[config.mk]
export PLATFORM = sky130hd
export DESIGN_NAME = hash_map_linear_probing_core
export DESIGN_NICKNAME = d
export VERILOG_FILES = /design/src/hw/rtl/hmlp_pkg.sv /design/src/hw/rtl/hash_map_linear_probing_core.sv /design/src/hw/rtl/hmlp_hash.sv
export SDC_FILE = /design/constraint.sdc
export NUM_CORES = 2
export LEC_CHECK = 0
export ABC_AREA = 1
export BUFFER_PORTS_ARGS = -buffer_cell sky130_fd_sc_hd__buf_2
export CORE_ASPECT_RATIO = 0.75
export CORE_UTILIZATION = 55
export DETAILED_ROUTE_END_ITERATION = 8
export PLACE_DENSITY = 0.75
export SYNTH_ARGS = -nofsm -noshare
export SYNTH_HDL_FRONTEND = slang
export SYNTH_SLANG_ARGS = --single-unit
[constraint.sdc]
create_clock -name clock -period 42.2 [get_ports clock]
set_input_delay 0 -clock clock [delete_from_list [all_inputs] [get_ports clock]]
set_output_delay 0 -clock clock [all_outputs]
set_load 0.01 [all_outputs]
[src/hw/rtl/hmlp_pkg.sv]
// ---------------------------------------------------------------------------
// hmlp_pkg: shared types and constants
// Codes, table defaults and the FNV-1a constants of the probing hash table.
// ---------------------------------------------------------------------------
package hmlp_pkg;

   localparam int CAPACITY_DEF   = 16;
   localparam int KEY_BYTES_DEF  = 8;
   localparam int VALUE_BITS_DEF = 32;

   localparam logic [63:0] FNV_BASIS = 64'hcbf29ce484222325;
   localparam logic [63:0] FNV_PRIME = 64'h00000100000001b3;
   localparam int LOAD_NUM = 3;
   localparam int LOAD_DEN = 4;

   localparam logic [1:0] OP_PUT    = 2'd0;
   localparam logic [1:0] OP_GET    = 2'd1;
   localparam logic [1:0] OP_REMOVE = 2'd2;
   localparam logic [1:0] OP_SCAN   = 2'd3;

   localparam logic [1:0] MARK_EMPTY = 2'd0;
   localparam logic [1:0] MARK_LIVE  = 2'd1;
   localparam logic [1:0] MARK_TOMB  = 2'd2;

   localparam logic [2:0] ST_INSERTED  = 3'd0;
   localparam logic [2:0] ST_UPDATED   = 3'd1;
   localparam logic [2:0] ST_FOUND     = 3'd2;
   localparam logic [2:0] ST_NOT_FOUND = 3'd3;
   localparam logic [2:0] ST_REMOVED   = 3'd4;
   localparam logic [2:0] ST_FULL      = 3'd5;
   localparam logic [2:0] ST_SCAN_END  = 3'd6;

   typedef struct packed {
      logic start;
   } hash_ctl_type;

endpackage

[src/hw/rtl/hash_map_linear_probing_core.sv]
// ---------------------------------------------------------------------------
// hash_map_linear_probing_core: open-addressing table with linear probing
// One beat in, one beat out. The slot store is a single synchronous memory
// read one slot per cycle; a walk reads, compares and writes back.
// ---------------------------------------------------------------------------
// Flow: the hash consumes key bytes up to the first zero byte (at most KEY_BYTES),
//   home slot selection takes the hash modulo CAPACITY (nibble by nibble when
//   CAPACITY is not a power of two), the walk reads and compares each slot visited
//   (up to CAPACITY slots), then the result beat is registered; the write-back rides the compare.
// Throughput: one beat at a time; the next beat is taken the cycle after the
//   result beat leaves.
// Scan visits slots from start_slot upward, reading and checking each in turn.
// Reset: mark flip-flops clear; slot payloads stay undefined.
module hash_map_linear_probing_core #(
   parameter int CAPACITY   = hmlp_pkg::CAPACITY_DEF,
   parameter int KEY_BYTES  = hmlp_pkg::KEY_BYTES_DEF,
   parameter int VALUE_BITS = hmlp_pkg::VALUE_BITS_DEF
) (
   input  logic        clock,
   input  logic        reset,
   input  logic        req_valid,
   output logic        req_stall,
   input  logic [1:0]  req_op,
   input  logic [63:0] req_key,
   input  logic [31:0] req_value,
   input  logic [4:0]  req_start_slot,
   output logic        rsp_valid,
   input  logic        rsp_stall,
   output logic [2:0]  rsp_status,
   output logic [31:0] rsp_value_out,
   output logic [63:0] rsp_key_out,
   output logic [4:0]  rsp_next_slot,
   output logic [4:0]  rsp_live_count
);
   localparam int IW = (CAPACITY > 1) ? $clog2(CAPACITY) : 1;
   localparam int CW = $clog2(CAPACITY + 1);
   localparam int VB = (VALUE_BITS < 32) ? VALUE_BITS : 32;
   localparam int MW = 64 + 64 + 32;
   localparam bit POW2 = (CAPACITY & (CAPACITY - 1)) == 0;
   localparam logic [IW+3:0] CAP_W = (IW+4)'(CAPACITY);

   localparam logic [2:0] S_IDLE = 3'd0, S_HASH = 3'd1, S_MOD = 3'd2,
                          S_READ = 3'd3, S_CHECK = 3'd4, S_DONE = 3'd5;

   // slot store: {hash, key, value}; marks live in flip-flops
   logic [MW-1:0] mem [CAPACITY];
   logic [MW-1:0] rd_ff;
   logic [1:0]    mark_ff [CAPACITY];

   logic [2:0]   state_ff, state_in;
   logic [1:0]   op_ff;
   logic [31:0]  val_ff;
   logic [IW:0]  idx_ff, idx_in;
   logic [CW:0]  cnt_ff, cnt_in;
   logic [63:0]  key_ff, h_ff, mod_ff, mod_in;
   logic [IW-1:0] rm_ff, rm_in;
   logic [IW+3:0] rt;
   logic [CW-1:0] live_ff, live_in, used_ff, used_in;
   logic         we;
   logic [IW-1:0] wa;
   logic [MW-1:0] wd;
   logic         mwe;
   logic [1:0]   mwd;

   logic         ov_ff, ov_in;
   logic [2:0]   st_ff, st_in;
   logic [31:0]  vo_ff, vo_in;
   logic [63:0]  ko_ff, ko_in;
   logic [4:0]   ns_ff, ns_in;

   hmlp_pkg::hash_ctl_type hctl;
   logic        hdone;
   logic [63:0] hkey, hval;

   hmlp_hash #(.KEY_BYTES(KEY_BYTES)) u_hash (
      .clock(clock), .reset(reset), .ctl(hctl), .key_raw(req_key),
      .done(hdone), .key_norm(hkey), .hash(hval));

   logic        acc;
   logic [1:0]  cm;
   logic        hit;
   logic [IW-1:0] ci;

   assign req_stall = (state_ff != S_IDLE) || ov_ff;
   assign acc = req_valid && !req_stall;
   assign ci  = idx_ff[IW-1:0];
   assign cm  = mark_ff[ci];
   assign hit = cm == hmlp_pkg::MARK_LIVE && rd_ff[MW-1 -: 64] == h_ff
                && rd_ff[95:32] == key_ff;

   always_comb begin
      state_in = state_ff; idx_in = idx_ff; cnt_in = cnt_ff; mod_in = mod_ff;
      rm_in = rm_ff;
      live_in = live_ff; used_in = used_ff;
      ov_in = ov_ff && rsp_stall;
      st_in = st_ff; vo_in = vo_ff; ko_in = ko_ff; ns_in = ns_ff;
      we = 1'b0; wa = ci; wd = rd_ff; mwe = 1'b0; mwd = hmlp_pkg::MARK_EMPTY;
      hctl.start = 1'b0;
      // one hash nibble into the running remainder, reduced by CAPACITY<<k, high k first
      rt = {rm_ff, mod_ff[63:60]};
      for (int k = 3; k >= 0; k--) begin
         if (rt >= (CAP_W << k)) rt = rt - (CAP_W << k);
      end
      case (state_ff)
         S_IDLE: begin
            if (acc) begin
               if (req_op == hmlp_pkg::OP_SCAN) begin
                  idx_in = {1'b0, req_start_slot[IW-1:0]};
                  if ({27'd0, req_start_slot} >= 32'(CAPACITY)) begin
                     st_in = hmlp_pkg::ST_SCAN_END; vo_in = '0; ko_in = '0;
                     ns_in = 5'(CAPACITY); state_in = S_DONE;
                  end else begin
                     state_in = S_READ;
                  end
               end else begin
                  hctl.start = 1'b1;
                  state_in = S_HASH;
               end
            end
         end
         S_HASH: begin
            if (hdone) begin
               mod_in = hval; rm_in = '0; cnt_in = '0; state_in = S_MOD;
            end
         end
         S_MOD: begin
            if (POW2) begin
               idx_in = {1'b0, mod_ff[IW-1:0]}; state_in = S_READ;
            end else begin
               // sixteen nibbles, high first
               rm_in  = rt[IW-1:0];
               mod_in = {mod_ff[59:0], 4'd0};
               cnt_in = cnt_ff + 1'b1;
               if (cnt_ff == (CW+1)'(15)) begin
                  idx_in = {1'b0, rt[IW-1:0]}; cnt_in = '0; state_in = S_READ;
               end
            end
         end
         S_READ: state_in = S_CHECK;
         S_CHECK: begin
            if (op_ff == hmlp_pkg::OP_SCAN) begin
               if (cm == hmlp_pkg::MARK_LIVE) begin
                  st_in = hmlp_pkg::ST_FOUND; vo_in = rd_ff[31:0];
                  ko_in = rd_ff[95:32]; ns_in = 5'(idx_ff + 1'b1);
                  state_in = S_DONE;
               end else if (32'(idx_ff) + 1 >= CAPACITY) begin
                  st_in = hmlp_pkg::ST_SCAN_END; vo_in = '0; ko_in = '0;
                  ns_in = 5'(CAPACITY); state_in = S_DONE;
               end else begin
                  idx_in = idx_ff + 1'b1; state_in = S_READ;
               end
            end else begin
               vo_in = '0; ko_in = '0; ns_in = '0; state_in = S_DONE;
               if (hit) begin
                  case (op_ff)
                     hmlp_pkg::OP_PUT: begin
                        we = 1'b1; wd = {rd_ff[MW-1:32], val_ff};
                        st_in = hmlp_pkg::ST_UPDATED;
                     end
                     hmlp_pkg::OP_GET: begin
                        st_in = hmlp_pkg::ST_FOUND; vo_in = rd_ff[31:0];
                     end
                     default: begin
                        we = 1'b1; wd = {rd_ff[MW-1 -: 64], 96'd0};
                        mwe = 1'b1; mwd = hmlp_pkg::MARK_TOMB;
                        if (live_ff != '0) live_in = live_ff - 1'b1;
                        st_in = hmlp_pkg::ST_REMOVED;
                     end
                  endcase
               end else if (cm == hmlp_pkg::MARK_EMPTY) begin
                  if (op_ff != hmlp_pkg::OP_PUT) begin
                     st_in = hmlp_pkg::ST_NOT_FOUND;
                  end else if ((32'(used_ff) + 1) * hmlp_pkg::LOAD_DEN >=
                               CAPACITY * hmlp_pkg::LOAD_NUM) begin
                     st_in = hmlp_pkg::ST_FULL;
                  end else begin
                     we = 1'b1; wd = {h_ff, key_ff, val_ff};
                     mwe = 1'b1; mwd = hmlp_pkg::MARK_LIVE;
                     live_in = live_ff + 1'b1; used_in = used_ff + 1'b1;
                     st_in = hmlp_pkg::ST_INSERTED;
                  end
               end else if (32'(cnt_ff) + 1 >= CAPACITY) begin
                  st_in = (op_ff == hmlp_pkg::OP_PUT) ? hmlp_pkg::ST_FULL
                                                      : hmlp_pkg::ST_NOT_FOUND;
               end else begin
                  // advance with wraparound
                  cnt_in = cnt_ff + 1'b1;
                  idx_in = (32'(idx_ff) + 1 >= CAPACITY) ? '0 : idx_ff + 1'b1;
                  state_in = S_READ;
               end
            end
         end
         S_DONE: begin
            ov_in = 1'b1; state_in = S_IDLE;
         end
         default: state_in = S_IDLE;
      endcase
   end

   always_ff @(posedge clock) begin
      if (reset) begin
         state_ff <= S_IDLE; ov_ff <= 1'b0; live_ff <= '0; used_ff <= '0;
         for (int i = 0; i < CAPACITY; i++) mark_ff[i] <= hmlp_pkg::MARK_EMPTY;
      end else begin
         state_ff <= state_in; ov_ff <= ov_in; live_ff <= live_in; used_ff <= used_in;
         if (mwe) mark_ff[wa] <= mwd;
      end
      if (acc) begin
         op_ff  <= req_op;
         val_ff <= 32'(req_value[VB-1:0]);
      end
      if (state_ff == S_HASH && hdone) begin
         key_ff <= hkey; h_ff <= hval;
      end
      idx_ff <= idx_in; cnt_ff <= cnt_in; mod_ff <= mod_in; rm_ff <= rm_in;
      st_ff <= st_in; vo_ff <= vo_in; ko_ff <= ko_in; ns_ff <= ns_in;
   end

   // synchronous slot memory, one read port, one write port
   always_ff @(posedge clock) begin
      if (we) mem[wa] <= wd;
      rd_ff <= mem[idx_in[IW-1:0]];
   end

   assign rsp_valid      = ov_ff;
   assign rsp_status     = st_ff;
   assign rsp_value_out  = vo_ff;
   assign rsp_key_out    = ko_ff;
   assign rsp_next_slot  = ns_ff;
   assign rsp_live_count = 5'(live_ff);
endmodule

[src/hw/rtl/hmlp_hash.sv]
// ---------------------------------------------------------------------------
// hmlp_hash: key normalization and FNV-1a hash
// Consumes one key byte per cycle; the prime multiply is a shift-and-add.
// ---------------------------------------------------------------------------
module hmlp_hash #(
   parameter int KEY_BYTES = hmlp_pkg::KEY_BYTES_DEF
) (
   input  logic                  clock,
   input  logic                  reset,
   input  hmlp_pkg::hash_ctl_type ctl,
   input  logic [63:0]           key_raw,
   output logic                  done,
   output logic [63:0]           key_norm,
   output logic [63:0]           hash
);
   localparam int NB = (KEY_BYTES < 8) ? KEY_BYTES : 8;

   logic [3:0]  pos_ff, pos_in;
   logic        run_ff, run_in;
   logic [63:0] key_ff, key_in, norm_ff, norm_in, h_ff, h_in;
   logic [7:0]  b;
   logic [63:0] hx;

   always_comb begin
      b       = key_ff[8*pos_ff[2:0] +: 8];
      hx      = h_ff ^ {56'd0, b};
      pos_in  = pos_ff;
      run_in  = run_ff;
      key_in  = key_ff;
      norm_in = norm_ff;
      h_in    = h_ff;
      done    = 1'b0;
      if (ctl.start) begin
         run_in  = 1'b1;
         pos_in  = '0;
         key_in  = key_raw;
         norm_in = '0;
         h_in    = hmlp_pkg::FNV_BASIS;
      end else if (run_ff) begin
         if (pos_ff >= 4'(NB) || b == 8'd0) begin
            run_in = 1'b0;
            done   = 1'b1;
         end else begin
            norm_in[8*pos_ff[2:0] +: 8] = b;
            // prime is 2^40 + 0x1b3
            h_in   = (hx << 40) + (hx << 8) + (hx << 7) + (hx << 5) + (hx << 4)
                     + (hx << 1) + hx;
            pos_in = pos_ff + 4'd1;
         end
      end
   end

   always_ff @(posedge clock) begin
      if (reset) begin
         run_ff <= 1'b0;
      end else begin
         run_ff <= run_in;
      end
      pos_ff  <= pos_in;
      key_ff  <= key_in;
      norm_ff <= norm_in;
      h_ff    <= h_in;
   end

   assign key_norm = norm_ff;
   assign hash     = h_ff;
endmodule

==> results.md <==
- The run finished with clean final reports.
- After global routing the overflow that remains totals 0.
- The arrival time of the worst setup path is 8.54 ns.
- In the post-synthesis netlist, the biggest area contributors are sky130_fd_sc_hd__edfxtp_1 (58%), sky130_fd_sc_hd__nand3_1 (9.8%), sky130_fd_sc_hd__inv_1 (6.9%).
- The end of the worst register-to-register path is u_hash.hash[44].
- Compared with the post-synthesis result, the final layout area differs by 10.95%.
- The post-CTS setup buffer count is 0.
- The total CTS buffers is 311.
- Measured along the y axis, the die boundary spans 455.1 um.
- After routing the design area is 167000 um2.
- The worst-margin pin slew is 1.461 ns.
- The unique cell type count in the Yosys netlist is 54.
- Timing would allow up to 127.8 MHz.
- The finished layout holds 18580 standard cells, fillers aside.
- The relative slew slack is 2.619%.
- The largest single stage delay on the critical path is 0.88 ns.
- The H-tree depth is 5.
- The worst hold path stage count is 4.
- The synthesized design contains 2929 enable-type register cells.
- The overall die area is 275800 um2.
- The first routing iteration left 15870 violations.
- After routing, the total negative slack on setup checks comes to 0 ns.
- The number of global-route vias before repair came to 102100.
- By startpoint and endpoint, the worst setup path is classified as reg -> reg.
- The clock drives 3240 sinks.
- Among all flip-flop cells after synthesis, the most frequent one is sky130_fd_sc_hd__edfxtp_1.
- The final cycle utilization of the critical path is 18.55%.
- Setup slack on the worst reg-to-reg path comes out at 34.37 ns.
- The placed cell count is 17810.
- During synthesis, Yosys emitted a total of 0 warnings.
- The worst setup path is captured at a register.
- For the worst flop-to-flop path, the logic depth is 29.
- The number of gates resized after CTS is 0.
- Setup repair after global routing left no endpoint under its margin.
- The quantity of I/O buffers inserted on ports is 217.
- The total number of placement rows is 165.
- For this design, the slowest cell found on the critical path is sky130_fd_sc_hd__dfxtp_1.
- The placed cell area is 155000 um2.
- The global-route wire length before repair is 658500 um.
- The async set or reset register ratio after synthesis is 0%.
- The largest area contributor in the synthesized netlist is sky130_fd_sc_hd__edfxtp_1.
- In this run the worst setup path begins at u_hash.pos_ff[1].
- The post-route DRC violation count is 0.
- Detailed routing inserted a total of 108800 vias.
- Counting flops and latches in the post-synthesis netlist gives 3240.
- The initial standard-cell utilization of the core is 55.57%.
- After synthesis, the most frequently instantiated cells are sky130_fd_sc_hd__nand3_1 (2960), sky130_fd_sc_hd__edfxtp_1 (2929), sky130_fd_sc_hd__inv_1 (2781).
- The routed design has 447100 um of wire.
- The clock tree from TritonCTS is yes.
- The start of the worst register-to-register path is u_hash.pos_ff[1].
- After detailed routing, the number of vias per cell comes to 5.854.
- After clock tree synthesis, the clock-pin slew on the worst setup and hold paths is 0.07 ns.
- The buffer cell driving the clock tree root is sky130_fd_sc_hd__clkbuf_16.
- Cells with a size suffix above 1 make up 6.569% of the layout.
- The critical hold path startpoint is rsp_stall.
- The half-perimeter wire length after detailed placement is 255700 um.
- On the final layout, the worst clock skew is 0.06387 ns.
- The global-route usage over all layers is 32.06%.
- The average footprint of a synthesized cell is 10.37 um2.
- Counting along the longest clock path gives a buffer depth of 4.
- The pin count of the biggest net entering global routing is 198.
- The number of inserted filler cells in the final layout is 20950.
- The worst hold path terminates at rsp_valid.
- The class of the tightest hold or removal check is in -> reg.
- Once detail routing completed, the nets flagged for antenna violations numbered 0.
- The most common cell in the netlist is sky130_fd_sc_hd__nand3_1.
- The critical path required time is 42.91 ns.
- For this design the top-level I/O count stands at 218.
- The highest net fanout along the worst path is 24.
- The placeable core region is 270900 um2.
- Synthesis produced a netlist with a net count of 14990.
- Max-cap violations in this run came to 0.
- The placer's final routability congestion estimate is 0.9920.
- Hold repair after CTS inserted 201 buffers.
- The count of final max-slew check failures came to 0.
- The detail-routed net length per standard cell is 24.06 um.
- The number of detailed-route iterations in the first pass is 8.
- The count of mapped cells out of synthesis is 14520.
- At the end of the flow the core is filled with cells to 61.66%.
- The horizontal extent of the die is 606.1 um.
- The sort of element at the start of the critical path is a register.
- The synthesized design devotes to its leading area cell type 58.43% of total area.
- The number of antenna violations at the first check in global routing is 19.
- Counting I/O delays and the setup requirement, the final critical path takes 7.827 ns.
- Setup violations remaining at the end of the flow were counted as 0.
- The cell area that synthesis handed to floorplanning was 150500 um2.
- The number of hold violations in the final report came to 0.
- Clock latency on the worst-skew pair, taken at its later pin, is 0.91 ns.
- At the end of the flow, the number of nets in the layout was 15200.
- After synthesis, flip-flops and latches occupy 62.57% of the total area.
-- how the worst max path moves through the flow --
| stage | to | cells after the start |
|---|---|---|
| 5_1_grt | u_hash.hash[59] | 31 |
| 3_3_place_gp | u_hash.hash[44] | 29 |
| 6_report | u_hash.hash[44] | 29 |
| 4_1_cts | u_hash.hash[44] | 29 |
| 2_1_floorplan | mem[11][0] | 15 |
| 3_5_place_dp | u_hash.hash[44] | 29 |
-- cells by family after synthesis --
family	Yosys count	synth area share (%)
compound gates	732	2.657
simple gates	6472	20.42
fa+ha+maj	363	4.219
xor+xnor	129	0.7506
buf+inv	3585	9.381
flops	3240	62.57
other cells	1	0.002491
-- cells in the final DEF (no fill, tap or decap), types with 27 or more instances in the layout --
master and instances:
sky130_fd_sc_hd__nand3_1 2958, sky130_fd_sc_hd__edfxtp_1 2929, sky130_fd_sc_hd__inv_1 2780, sky130_fd_sc_hd__nand2_1 2177
sky130_fd_sc_hd__nand3b_1 641, sky130_fd_sc_hd__nor2_1 528, sky130_fd_sc_hd__clkbuf_16 322, sky130_fd_sc_hd__o21ai_0 311
sky130_fd_sc_hd__dfxtp_1 311, sky130_fd_sc_hd__buf_4 250, sky130_fd_sc_hd__fa_1 241, sky130_fd_sc_hd__a21oi_1 239
sky130_fd_sc_hd__buf_2 217, sky130_fd_sc_hd__dlygate4sd3_1 201, sky130_fd_sc_hd__ha_1 122, sky130_fd_sc_hd__clkbuf_1 82
sky130_fd_sc_hd__xnor2_1 78, sky130_fd_sc_hd__nand4_1 52, sky130_fd_sc_hd__xor2_1 51, sky130_fd_sc_hd__clkinv_1 45
sky130_fd_sc_hd__clkinv_2 41, sky130_fd_sc_hd__o22ai_1 37, sky130_fd_sc_hd__nor3_1 35, sky130_fd_sc_hd__o21ai_1 32
sky130_fd_sc_hd__clkbuf_8 27
-- per-stage QoR --
stage / hold slack (ns) / worst slack (ns)
floorplan: 0.09887 / 28.50
global placement: 0.1769 / 34.87
detailed placement: 0.1781 / 34.80
CTS: 0.008606 / 34.73
global route: 0.07588 / 33.89
finish: 0.06742 / 34.37
-- area by class of cell --
cell class,count,area (um2),share of cell area [%]
Tap cell,3590,4492,2.689
Antenna cell,10,25.02,0.01498
Sequential cell,3240,94180,56.39
Inverter,2796,10520,6.298
Timing Repair Buffer,684,5295,3.170
Clock buffer,431,8737,5.231
Multi-Input combinational cell,7697,42480,25.44
Clock inverter,132,1280,0.7664
-- worst max-delay path: cells and delay by family, from the launching register on --
kind                       cells  cell delay, ns
AOI/OAI and AO/OA              8            1.90
adders and majority gates      5            1.80
and+or+nand+nor                8            1.07
buffers and inverters          6            1.06
xor gates and xnor gates       2            0.93
DFF                            1            0.88
-- registers in the layout, summed over array words and instances (netlist names) --
signal,count
mem,2560
rd_ff,160
h_ff,64
key_ff,64
rsp_key_out,64
u_hash.hash,64
u_hash.key_ff,64
u_hash.key_norm,64
mark_ff,32
rsp_value_out,32
val_ff,32
cnt_ff,6
idx_ff,5
rsp_live_count,5
rsp_next_slot,5
used_ff,5
u_hash.pos_ff,4
rsp_status,3
state_ff,3
op_ff,2
rsp_valid,1
u_hash.run_ff,1
-- metal layers --
metal  global-route usage (%)  vias up  routed length (um)
li1                         -    48630                   -
met4                    12.15        6               18490
met2                    47.71     7098              194300
met5                        0        -                  29
met3                    6.695     1003               58140
met1                    46.58    52030              176200
Power is not shown: default switching activity piles up to over one toggle a cycle in this logic, so the estimate is an artifact.
